--- config.mk ---
export PLATFORM = sky130hd
export DESIGN_NAME = interval_set_selection_update
export DESIGN_NICKNAME = d
export VERILOG_FILES = /design/src/rtl/isu_pkg.sv /design/src/rtl/isu_cell.sv /design/src/rtl/isu_chain.sv /design/src/rtl/interval_set_selection_update.sv
export VERILOG_INCLUDE_DIRS = /design/src /design/src/rtl
export SDC_FILE = /design/constraint.sdc
export NUM_CORES = 2
export LEC_CHECK = 0
export ABC_AREA = 1
export BUFFER_PORTS_ARGS = -buffer_cell sky130_fd_sc_hd__buf_2
export CAP_MARGIN = 40
export CORE_ASPECT_RATIO = 1.5
export CORE_MARGIN = 2
export CORE_UTILIZATION = 63
export DETAILED_ROUTE_END_ITERATION = 10
export GPL_TIMING_DRIVEN = 0
export PLACE_DENSITY = 0.8
export SLEW_MARGIN = 20
export SYNTH_ARGS = -nofsm -noshare
export SYNTH_HDL_FRONTEND = slang
export SYNTH_SLANG_ARGS = --single-unit
export TNS_END_PERCENT = 1
--- constraint.sdc ---
create_clock -name clk -period 96.8 [get_ports clk]
set_input_delay 19.36 -clock clk [delete_from_list [all_inputs] [get_ports clk]]
set_output_delay 19.36 -clock clk [all_outputs]
set_load 0.01 [all_outputs]
--- src/rtl/assert_macros.svh ---
// Assertion helpers shared by the RTL files.
`ifndef ASSERT_MACROS_SVH
`define ASSERT_MACROS_SVH

// Clocked check that is held off while reset is asserted.
`define ISU_ASSERT(lbl, prop, msg) \
    lbl: assert property (@(posedge clk) disable iff (!rst_n) prop) else $error(msg);

// Clocked check that also runs during reset.
`define ISU_ASSERT_ALWAYS(lbl, prop, msg) \
    lbl: assert property (@(posedge clk) prop) else $error(msg);

`endif

--- src/rtl/isu_pkg.sv ---
// ----------------------------------------------------------------------------
// isu_pkg
// Shared types and codes of the interval set selection update block.
// ----------------------------------------------------------------------------
`timescale 1ns / 1ps

package isu_pkg;

    localparam logic [2:0] OP_REPLACE  = 3'd0;
    localparam logic [2:0] OP_ADD      = 3'd1;
    localparam logic [2:0] OP_SUBTRACT = 3'd2;
    localparam logic [2:0] OP_XOR      = 3'd3;
    localparam logic [2:0] OP_COMMIT   = 3'd4;

    localparam logic [1:0] PH_GAP   = 2'd0;
    localparam logic [1:0] PH_LEFT  = 2'd1;
    localparam logic [1:0] PH_RIGHT = 2'd2;

    typedef struct packed {
        logic shift;
        logic load_all;
        logic load_tail;
    } isu_chain_ctrl_t;

    typedef enum logic [4:0] {
        ST_IDLE  = 5'b00001,
        ST_WALK  = 5'b00010,
        ST_FIN   = 5'b00100,
        ST_ALIGN = 5'b01000,
        ST_EMIT  = 5'b10000
    } isu_state_t;

endpackage

--- src/rtl/isu_cell.sv ---
// ----------------------------------------------------------------------------
// isu_cell
// One interval slot: holds a start and end, loads in parallel or shifts.
// ----------------------------------------------------------------------------
`timescale 1ns / 1ps

module isu_cell #(
    parameter int W = 32
) (
    input  logic         clk,
    input  logic         shift_en,
    input  logic [W-1:0] shift_start,
    input  logic [W-1:0] shift_end,
    input  logic         load_en,
    input  logic [W-1:0] load_start,
    input  logic [W-1:0] load_end,
    output logic [W-1:0] start_q,
    output logic [W-1:0] end_q
);

    logic [W-1:0] start_reg;
    logic [W-1:0] end_reg;

    always_ff @(posedge clk)
    begin
        if (load_en)
        begin
            start_reg <= load_start;
            end_reg   <= load_end;
        end
        else if (shift_en)
        begin
            start_reg <= shift_start;
            end_reg   <= shift_end;
        end
    end

    assign start_q = start_reg;
    assign end_q   = end_reg;

endmodule

--- src/rtl/isu_chain.sv ---
// ----------------------------------------------------------------------------
// isu_chain
// Row of interval cells; each cell takes its upper neighbor on a shift.
// ----------------------------------------------------------------------------
`timescale 1ns / 1ps

module isu_chain #(
    parameter int N = 16,
    parameter int W = 32
) (
    input  logic                    clk,
    input  isu_pkg::isu_chain_ctrl_t ctrl,
    input  logic [W-1:0]            tail_in_start,
    input  logic [W-1:0]            tail_in_end,
    input  logic [W-1:0]            tail_ld_start,
    input  logic [W-1:0]            tail_ld_end,
    input  logic [W-1:0]            all_ld_start [N],
    input  logic [W-1:0]            all_ld_end   [N],
    output logic [W-1:0]            cell_start   [N],
    output logic [W-1:0]            cell_end     [N]
);

    import isu_pkg::*;

    for (genvar k = 0; k < N; k++)
    begin : g_cell
        logic [W-1:0] sh_s;
        logic [W-1:0] sh_e;
        logic [W-1:0] ld_s;
        logic [W-1:0] ld_e;
        logic         ld;

        if (k == N - 1)
        begin : g_tail
            assign sh_s = tail_in_start;
            assign sh_e = tail_in_end;
            assign ld   = ctrl.load_all | ctrl.load_tail;
            assign ld_s = ctrl.load_all ? all_ld_start[k] : tail_ld_start;
            assign ld_e = ctrl.load_all ? all_ld_end[k]   : tail_ld_end;
        end
        else
        begin : g_body
            assign sh_s = cell_start[k+1];
            assign sh_e = cell_end[k+1];
            assign ld   = ctrl.load_all;
            assign ld_s = all_ld_start[k];
            assign ld_e = all_ld_end[k];
        end

        isu_cell #(.W(W)) u_cell (
            .clk        (clk),
            .shift_en   (ctrl.shift),
            .shift_start(sh_s),
            .shift_end  (sh_e),
            .load_en    (ld),
            .load_start (ld_s),
            .load_end   (ld_e),
            .start_q    (cell_start[k]),
            .end_q      (cell_end[k])
        );
    end

endmodule

--- src/rtl/interval_set_selection_update.sv ---
// ----------------------------------------------------------------------------
// interval_set_selection_update
// Committed and shown interval tables updated by replace, union, difference,
// symmetric difference and commit requests.
// ----------------------------------------------------------------------------
// Usage:
// A request item enters on the s_ channel: tuser holds the operation, tdata
// the two positions. For add, subtract and xor the block then walks the
// committed chain, each entry in a gap, a left and a right phase, building
// the new shown set in the shown chain, and emits the shown intervals on
// the m_ channel with tlast on the final item.
// An empty shown set gives one item with region_valid low.
// After the last item the shown chain is rotated back to its start before
// the next request is taken.
// Replace, commit and unknown operations skip the walk.
// The block takes one request at a time; s_tready is high only when idle.
// A stalled receiver holds the output register and the emit sequence waits.
// Reset empties both tables and clears the output valid flag.
// ----------------------------------------------------------------------------
`timescale 1ns / 1ps
`include "assert_macros.svh"

module interval_set_selection_update #(
    parameter int MAX_REGIONS = 16,
    parameter int POS_BITS    = 32
) (
    input  logic        clk,
    input  logic        rst_n,
    input  logic        s_tvalid,
    output logic        s_tready,
    input  logic [63:0] s_tdata,   // pos_a[31:0], pos_b[63:32]
    input  logic [2:0]  s_tuser,   // operation[2:0]
    output logic        m_tvalid,
    input  logic        m_tready,
    output logic [63:0] m_tdata,   // region_start[31:0], region_end[63:32]
    output logic [1:0]  m_tuser,   // region_valid[0], overflow[1]
    output logic        m_tlast
);

    import isu_pkg::*;

    localparam int N  = MAX_REGIONS;
    localparam int W  = POS_BITS;
    localparam int CW = $clog2(MAX_REGIONS + 1);
    localparam logic [W-1:0] POS_MAX = {W{1'b1}};

    isu_state_t      state_reg, state_next;
    logic [2:0]      op_reg, op_next;
    logic [W-1:0]    a_reg, a_next;
    logic [W-1:0]    b_reg, b_next;
    logic [CW-1:0]   idx_reg, idx_next;
    logic [1:0]      ph_reg, ph_next;
    logic [CW-1:0]   n_reg, n_next;
    logic [CW-1:0]   ccount_reg, ccount_next;
    logic [CW-1:0]   scount_reg, scount_next;
    logic            ovf_reg, ovf_next;
    logic            placed_reg, placed_next;
    logic [W-1:0]    gs_reg, gs_next;
    logic            gopen_reg, gopen_next;
    logic            mv_reg, mv_next;
    logic [63:0]     md_reg, md_next;
    logic [1:0]      mu_reg, mu_next;
    logic            ml_reg, ml_next;

    isu_chain_ctrl_t c_ctrl, s_ctrl;
    logic [W-1:0]    c_s [N];
    logic [W-1:0]    c_e [N];
    logic [W-1:0]    s_s [N];
    logic [W-1:0]    s_e [N];
    logic [W-1:0]    s_tin_s, s_tin_e;
    logic [W-1:0]    s_tld_e;

    logic            pv, pu;
    logic [W-1:0]    ps, pe;
    logic [W-1:0]    in_a, in_b, lo, hi_gap;
    logic            active, disj, merge, slot_free;

    assign in_a = W'(s_tdata[31:0]);
    assign in_b = W'(s_tdata[63:32]);

    assign active    = (idx_reg < ccount_reg);
    assign disj      = (b_reg < c_s[0]) || (a_reg > c_e[0]);
    assign lo        = (gs_reg > a_reg) ? gs_reg : a_reg;
    assign hi_gap    = ((c_s[0] - W'(1)) < b_reg) ? (c_s[0] - W'(1)) : b_reg;
    assign slot_free = !mv_reg || m_tready;

    always_comb
    begin
        pv = 1'b0;
        pu = 1'b0;
        ps = a_reg;
        pe = b_reg;
        if (state_reg == ST_WALK && active)
        begin
            case (op_reg)
                OP_ADD:
                begin
                    if (ph_reg == PH_GAP && !placed_reg && c_s[0] > a_reg)
                    begin
                        pv = 1'b1;
                        pu = 1'b1;
                    end
                    else if (ph_reg == PH_LEFT)
                    begin
                        pv = 1'b1;
                        pu = 1'b1;
                        ps = c_s[0];
                        pe = c_e[0];
                    end
                end
                OP_SUBTRACT, OP_XOR:
                begin
                    if (ph_reg == PH_GAP)
                    begin
                        if (op_reg == OP_XOR && gopen_reg && gs_reg < c_s[0])
                        begin
                            pv = (lo <= hi_gap);
                            ps = lo;
                            pe = hi_gap;
                        end
                    end
                    else if (ph_reg == PH_LEFT)
                    begin
                        ps = c_s[0];
                        if (disj)
                        begin
                            pv = 1'b1;
                            pe = c_e[0];
                        end
                        else if (a_reg > c_s[0])
                        begin
                            pv = 1'b1;
                            pe = a_reg - W'(1);
                        end
                    end
                    else
                    begin
                        if (!disj && b_reg < c_e[0])
                        begin
                            pv = 1'b1;
                            ps = b_reg + W'(1);
                            pe = c_e[0];
                        end
                    end
                end
                default:
                begin
                    pv = 1'b0;
                end
            endcase
        end
        else if (state_reg == ST_FIN)
        begin
            case (op_reg)
                OP_REPLACE:
                begin
                    pv = 1'b1;
                end
                OP_ADD:
                begin
                    pv = !placed_reg;
                    pu = 1'b1;
                end
                OP_XOR:
                begin
                    pv = gopen_reg && (lo <= b_reg);
                    ps = lo;
                end
                default:
                begin
                    pv = 1'b0;
                end
            endcase
        end
    end

    assign merge = pu && (n_reg != '0) && (s_e[N-1] >= ps);

    always_comb
    begin
        state_next  = state_reg;
        op_next     = op_reg;
        a_next      = a_reg;
        b_next      = b_reg;
        idx_next    = idx_reg;
        ph_next     = ph_reg;
        n_next      = n_reg;
        ccount_next = ccount_reg;
        scount_next = scount_reg;
        ovf_next    = ovf_reg;
        placed_next = placed_reg;
        gs_next     = gs_reg;
        gopen_next  = gopen_reg;
        mv_next     = mv_reg && !m_tready;
        md_next     = md_reg;
        mu_next     = mu_reg;
        ml_next     = ml_reg;
        c_ctrl      = '0;
        s_ctrl      = '0;
        s_tin_s     = '0;
        s_tin_e     = '0;
        s_tld_e     = pe;

        if (pv)
        begin
            if (merge)
            begin
                s_ctrl.load_tail = (pe > s_e[N-1]);
            end
            else if (n_reg < CW'(N))
            begin
                s_ctrl.shift = 1'b1;
                s_tin_s      = ps;
                s_tin_e      = pe;
                n_next       = n_reg + CW'(1);
            end
            else
            begin
                ovf_next = 1'b1;
            end
        end

        case (state_reg)
            ST_IDLE:
            begin
                if (s_tvalid)
                begin
                    op_next     = s_tuser;
                    a_next      = (in_a > in_b) ? in_b : in_a;
                    b_next      = (in_a > in_b) ? in_a : in_b;
                    idx_next    = '0;
                    ph_next     = PH_GAP;
                    n_next      = '0;
                    ovf_next    = 1'b0;
                    placed_next = 1'b0;
                    gs_next     = '0;
                    gopen_next  = 1'b1;
                    case (s_tuser)
                        OP_REPLACE:
                        begin
                            state_next = ST_FIN;
                        end
                        OP_ADD, OP_SUBTRACT, OP_XOR:
                        begin
                            state_next = ST_WALK;
                        end
                        OP_COMMIT:
                        begin
                            c_ctrl.load_all = 1'b1;
                            ccount_next     = scount_reg;
                            state_next      = ST_EMIT;
                        end
                        default:
                        begin
                            state_next = ST_EMIT;
                        end
                    endcase
                end
            end
            ST_WALK:
            begin
                if (op_reg == OP_ADD && ph_reg == PH_GAP && pv)
                begin
                    placed_next = 1'b1;
                end
                if (ph_reg == PH_RIGHT)
                begin
                    c_ctrl.shift = 1'b1;
                    ph_next      = PH_GAP;
                    idx_next     = idx_reg + CW'(1);
                    if (active)
                    begin
                        if (c_e[0] == POS_MAX)
                        begin
                            gopen_next = 1'b0;
                        end
                        else
                        begin
                            gs_next = c_e[0] + W'(1);
                        end
                    end
                    if (idx_reg == CW'(N - 1))
                    begin
                        state_next = ST_FIN;
                    end
                end
                else
                begin
                    ph_next = ph_reg + 2'd1;
                end
            end
            ST_FIN:
            begin
                idx_next   = n_next;
                state_next = ST_ALIGN;
            end
            ST_ALIGN:
            begin
                if (idx_reg == CW'(N))
                begin
                    scount_next = n_reg;
                    idx_next    = '0;
                    state_next  = ST_EMIT;
                end
                else
                begin
                    s_ctrl.shift = 1'b1;
                    idx_next     = idx_reg + CW'(1);
                end
            end
            ST_EMIT:
            begin
                s_tin_s = s_s[0];
                s_tin_e = s_e[0];
                if (scount_reg == '0)
                begin
                    if (slot_free)
                    begin
                        mv_next    = 1'b1;
                        md_next    = '0;
                        mu_next    = {ovf_reg, 1'b0};
                        ml_next    = 1'b1;
                        state_next = ST_IDLE;
                    end
                end
                else if (idx_reg < scount_reg)
                begin
                    if (slot_free)
                    begin
                        mv_next      = 1'b1;
                        md_next      = {32'(s_e[0]), 32'(s_s[0])};
                        mu_next      = {ovf_reg, 1'b1};
                        ml_next      = (idx_reg + CW'(1) == scount_reg);
                        s_ctrl.shift = 1'b1;
                        idx_next     = idx_reg + CW'(1);
                        if (idx_reg == CW'(N - 1))
                        begin
                            state_next = ST_IDLE;
                        end
                    end
                end
                else
                begin
                    s_ctrl.shift = 1'b1;
                    idx_next     = idx_reg + CW'(1);
                    if (idx_reg == CW'(N - 1))
                    begin
                        state_next = ST_IDLE;
                    end
                end
            end
            default:
            begin
                state_next = ST_IDLE;
            end
        endcase
    end

    always_ff @(posedge clk or negedge rst_n)
    begin
        if (!rst_n)
        begin
            state_reg  <= ST_IDLE;
            ccount_reg <= '0;
            scount_reg <= '0;
            mv_reg     <= 1'b0;
            idx_reg    <= '0;
            ph_reg     <= PH_GAP;
            n_reg      <= '0;
            ovf_reg    <= 1'b0;
            placed_reg <= 1'b0;
            gopen_reg  <= 1'b1;
        end
        else
        begin
            state_reg  <= state_next;
            ccount_reg <= ccount_next;
            scount_reg <= scount_next;
            mv_reg     <= mv_next;
            idx_reg    <= idx_next;
            ph_reg     <= ph_next;
            n_reg      <= n_next;
            ovf_reg    <= ovf_next;
            placed_reg <= placed_next;
            gopen_reg  <= gopen_next;
        end
    end

    always_ff @(posedge clk)
    begin
        op_reg <= op_next;
        a_reg  <= a_next;
        b_reg  <= b_next;
        gs_reg <= gs_next;
        md_reg <= md_next;
        mu_reg <= mu_next;
        ml_reg <= ml_next;
    end

    isu_chain #(.N(N), .W(W)) u_committed (
        .clk          (clk),
        .ctrl         (c_ctrl),
        .tail_in_start(c_s[0]),
        .tail_in_end  (c_e[0]),
        .tail_ld_start(c_s[N-1]),
        .tail_ld_end  (c_e[N-1]),
        .all_ld_start (s_s),
        .all_ld_end   (s_e),
        .cell_start   (c_s),
        .cell_end     (c_e)
    );

    isu_chain #(.N(N), .W(W)) u_shown (
        .clk          (clk),
        .ctrl         (s_ctrl),
        .tail_in_start(s_tin_s),
        .tail_in_end  (s_tin_e),
        .tail_ld_start(s_s[N-1]),
        .tail_ld_end  (s_tld_e),
        .all_ld_start (c_s),
        .all_ld_end   (c_e),
        .cell_start   (s_s),
        .cell_end     (s_e)
    );

    assign s_tready = (state_reg == ST_IDLE);
    assign m_tvalid = mv_reg;
    assign m_tdata  = md_reg;
    assign m_tuser  = mu_reg;
    assign m_tlast  = ml_reg;

    `ISU_ASSERT(a_shown_count_range, scount_reg <= CW'(N), "shown count exceeds table size")
    `ISU_ASSERT(a_committed_count_range, ccount_reg <= CW'(N), "committed count exceeds table size")
    `ISU_ASSERT(a_accept_leaves_idle, (s_tvalid && s_tready) |=> (state_reg != ST_IDLE),
        "request accepted but sequencer stayed idle")

endmodule

==> key figures, run 1 <==
Clock network
  – Clk buf depth: 3
  – Post-CTS Hold Fix Bufs: 0
  – Post-CTS Resized: 0
  – CTS Root Buffer Type: clkbuf_16
  – CTS buffer count: 182
  – CTS Sinks: 2245
  – H-tree depth: 4
  – Setup Buffers After CTS: 0

Synth
  – Cell taking the most area after synthesis: edfxtp_1
  – Ys async rst share: 1.38%
  – Post-synthesis sequential area ratio: 66.7%
  – Yosys warns: 0
  – Syn nets: 7999
  – Post-Syn Area: 0.101 mm²
  – Post-Syn Area per Cell: 13.4 µm²
  – Yosys cell types: 59
  – Post-synth top area share: 65.9%
  – Most common cell in the netlist: edfxtp_1
  – Number of synthesized register bits: 2245
  – Post-synth EDFFs: 2214
  – Top_reg_cell synth: edfxtp_1
  – Synth top area cells: edfxtp_1 66%, mux2_2 10%, ha_1 4.9%
  – Synth cell count leaders: 2214 x edfxtp_1, 1218 x nand2_1, 938 x mux2_2, 506 x inv_1, 439 x a21oi_1
  – Cells after synthesis: 7530

Placed design
  – Pre-CTS setup slack: 72.46 ns
  – Final Wtd Congestion: 1.15
  – Port bufs: 139
  – Post-DP HPWL: 288000 µm

Global route
  – Gr ovfl total: 21
  – Antenna violations before repair: 83
  – Largest net degree at the start of global routing: 53
  – Overall Global Routing Usage: 69.2%

Status
  – First Err: [ERROR GRT-0232] Routing congestion too high. Check the congestion heatmap in the GUI.
  – Last stage: global routing
  – Status: aborted with a tool error

Die
  – Placement row count: 179
  – Die width: 331 µm
  – # IOs: 140
  – Die H: 494 µm
  – Initial Utilization: 63.5%
## cells by family after synthesis
kind of cell	Yosys count	share of synthesized area (%)
compound gates	990	5.38
xor+xnor	82	0.712
fa+ha+maj	398	4.94
buf+inv	833	3.27
flops	2245	66.7
mux	938	10.5
simple gates	2044	8.55
## metal layers
metal	global-route usage, %	overflow
met1	67.1	1
met2	87.3	9
met3	52.0	1
met4	71.9	10
met5	25.9	0
## stage by stage
step | instance area, µm² | setup TNS (ns) | cells | hold WS [ns]
4_1_cts | 113000 | 0 | 10200 | 0.433
2_1_floorplan | 101000 | 0 | 7530 | 0.422
3_5_place_dp | 107000 | 0 | 9900 | 0.430
3_3_place_gp | 104000 | -9431.39 | 9750 | 0.423
==> inputs of run 2 (changes only) <==
--- a/config.mk
+++ b/config.mk
@@ -9,12 +9,11 @@
 export ABC_AREA = 1
 export BUFFER_PORTS_ARGS = -buffer_cell sky130_fd_sc_hd__buf_2
 export CAP_MARGIN = 40
-export CORE_ASPECT_RATIO = 1.5
 export CORE_MARGIN = 2
-export CORE_UTILIZATION = 63
+export CORE_UTILIZATION = 40
 export DETAILED_ROUTE_END_ITERATION = 10
 export GPL_TIMING_DRIVEN = 0
-export PLACE_DENSITY = 0.8
+export PLACE_DENSITY_LB_ADDON = 0.15
 export SLEW_MARGIN = 20
 export SYNTH_ARGS = -nofsm -noshare
 export SYNTH_HDL_FRONTEND = slang
==> run 2 against run 1 <==
The run now ends clean; synthesized area stayed put; synthesized cell count unchanged.
==> key figures, run 2 <==
Critical path
  – Crit Path Class: primary input to register
  – Reg2reg setup slack: 84.99 ns
  – CP endpoint kind: register
  – Critical path data arrival time: 25.45 ns
  – RR Startpoint: u_committed.g_cell[0].u_cell.start_q[0]
  – Reg2reg path depth: 43
  – RR Endpoint: u_shown.g_cell[1].u_cell.start_q[21]
  – CP startpoint kind: primary input
  – Worst Path Required: 97.40 ns
  – Largest fanout on the critical path: 20

Synth
  – Synth top area cells: edfxtp_1 66%, mux2_2 10%, ha_1 4.9%
  – Post-synthesis sequential area ratio: 66.7%
  – Number of synthesized register bits: 2245
  – Post-Syn Area per Cell: 13.4 µm²
  – Post-synth EDFFs: 2214
  – Top_reg_cell synth: edfxtp_1
  – Cells after synthesis: 7530
  – Yosys cell types: 59
  – Cell taking the most area after synthesis: edfxtp_1
  – Yosys warns: 0
  – Synth cell count leaders: 2214 x edfxtp_1, 1218 x nand2_1, 938 x mux2_2, 506 x inv_1, 439 x a21oi_1
  – Post-synth top area share: 65.9%
  – Post-Syn Area: 0.101 mm²
  – Ys async rst share: 1.38%
  – Most common cell in the netlist: edfxtp_1
  – Syn nets: 7999

Placed design
  – Post-DP HPWL: 266000 µm
  – Final Wtd Congestion: 1.01
  – Placed cells: 11200
  – Port bufs: 139

Clock network
  – Post-CTS Hold Fix Bufs: 0
  – CTS Root Buffer Type: clkbuf_16
  – CTS buffer count: 229
  – CTS Sinks: 2245
  – Clock tree from TritonCTS: yes
  – Reg clk slew, reported paths: 0.06 ns
  – Clk buf depth: 3
  – H-tree depth: 4
  – Post-CTS Resized: 0
  – Setup Buffers After CTS: 0
  – Clock network latency to the later pin of the worst-skew pair: 0.91 ns

Final layout
  – Post-Layout Cell Count: 11600
  – Commonest non-fill, non-tap cell in the layout: edfxtp_1
  – Layout cells sized above 1: 21.2%
  – Area Overhead vs Synth: 15.9%
  – Reg area: 0.0673 mm²
  – NumNets Final: 8548
  – # fillers: 22300
  – Area occupied by multi-input gates: 0.0304 mm²
  – Most frequent cells in the layout: 2214 x edfxtp_1, 1218 x nand2_1, 938 x mux2_2, 506 x inv_1, 439 x a21oi_1

Power and ir drop
  – Pwr dens: 16.8 mW/mm²
  – Max VDD drop: 0.0169 mV
  – Leak: 42.5 nW

Timing
  – Setup TNS: 0 ns
  – Max Clk Rate: 40.2 MHz
  – Final setup fails: 0
  – Post-Route Skew: 0.0875 ns
  – Final worst-path cycle share: 25.7%
  – Final min period: 24.84 ns
  – Unrepaired setup endpoints after global routing: no
  – Relative slew slack: 35.8%
  – Final hold violation count: 0
  – Measured slew at the worst slew-check pin: 0.960 ns
  – Final slew viol count: 0

Global route
  – First-pass GRT wire length: 470000 µm
  – Gr ovfl total: 0
  – Antenna violations before repair: 30
  – Overall Global Routing Usage: 26.2%
  – Largest net degree at the start of global routing: 47
  – Vias in the first global route: 61700

Die
  – Total core area: 0.251 mm²
  – Initial Utilization: 40.2%
  – Placement row count: 184
  – # IOs: 140
  – Die H: 506 µm
  – Die width: 506 µm
  – Die Area: 0.256 mm²

Route
  – DRT Wirelength: 340000 µm
  – Pre-antenna DRT Iters: 8
  – Remaining DRCs: 0
  – Via Count: 62700
  – Post-DRT Antenna Nets: 0
  – WL/cell: 29.2 µm
  – DRT iter0 DRCs: 6348
  – Via density: 5.39

Worst hold path
  – Hold path depth: 0
  – Worst min-delay path class: register to register
  – Worst hold endpoint: u_shown.g_cell[13].u_cell.start_q[11]
  – Hold path startpoint: u_shown.g_cell[14].u_cell.start_q[11]

Run
  – Max-cap violation count: 0

Status
  – Status: complete, no violations
run 2: cell counts after synthesis:
Identical to the previous run, type by type.
run 2: how the worst max path moves through the flow:
stage | startpoint | to | slack [ns] | cells past startpoint
after CTS | s_tvalid | u_committed.g_cell[5].u_cell.start_q[13] | 71.93 | 22
after floorplan | state_reg[3] | u_committed.g_cell[0].u_cell.end_q[0] | 20.63 | 6
final | s_tvalid | u_committed.g_cell[5].u_cell.start_q[13] | 71.96 | 22
after global routing | s_tvalid | u_committed.g_cell[3].u_cell.start_q[12] | 71.72 | 22
after global placement | state_reg[3] | u_committed.g_cell[11].u_cell.start_q[16] | -21.88 | 6
after detailed placement | s_tvalid | u_committed.g_cell[8].u_cell.start_q[13] | 70.96 | 22
run 2: stage by stage:
stage	power [mW]	worst slack [ns]	hold slack [ns]	instance area, µm²	utilization (%)
6_report	1.97	71.96	0.383	117000	46.6
3_3_place_gp	1.15	-21.88	0.423	106000	42.1
3_5_place_dp	1.12	70.96	0.430	109000	43.6
2_1_floorplan	1.12	20.63	0.422	101000	-
5_1_grt	2.03	71.72	0.392	117000	46.6
4_1_cts	1.99	71.93	0.371	117000	46.5
run 2: worst max-delay path, cell delays in order:
cell,delay (ns)
buf_2,0.08
inv_1,0.07
nor2_4,0.51
nand3_1,0.68
clkbuf_2,0.46
buf_16,0.24
clkbuf_2,0.42
clkbuf_2,0.60
o21ai_4,0.44
buf_16,0.23
buf_16,0.17
buf_16,0.18
buf_16,0.19
buf_16,0.19
buf_16,0.19
buf_16,0.18
buf_16,0.19
buf_16,0.19
buf_16,0.18
buf_16,0.18
buf_16,0.18
buf_16,0.18
run 2: final cells by class:
| type | count | area share (%) |
|---|---|---|
| inverter | 536 | 1.72 |
| buffer | 297 | 1.12 |
| antenna | 15 | 0.0321 |
| tap | 3348 | 3.58 |
| clock inverter | 139 | 1.29 |
| timing repair buffer | 318 | 3.65 |
| clock buffer | 280 | 5.07 |
| sequential | 2245 | 57.5 |
| multi-input combinational | 4452 | 26.0 |
run 2: power breakdown:
group,switching [mW],internal (mW)
registers,0.00149,1.06
logic,0.0247,0.0106
clock network,0.379,0.493
run 2: logic make-up after synthesis:
family | synth area share (%)
AO/OA/AOI/OAI | 5.38
multiplexers | 10.5
buffers and inverters | 3.27
adder cells (fa/ha/maj) | 4.94
AND/OR/NAND/NOR | 8.55
flip-flops | 66.7
XOR/XNOR | 0.712
run 2: routing by layer:
metal	routed length [µm]	part of all wire [%]	global-route usage [%]	vias up
met2	153000	45	40.7	2070
met4	17000	5.0	11.6	4
met3	20000	5.9	4.41	502
li1	-	-	-	28600
met5	29	0.0085	0	-
met1	150000	44	36.2	31500
Power figures use the tool's default switching activity.
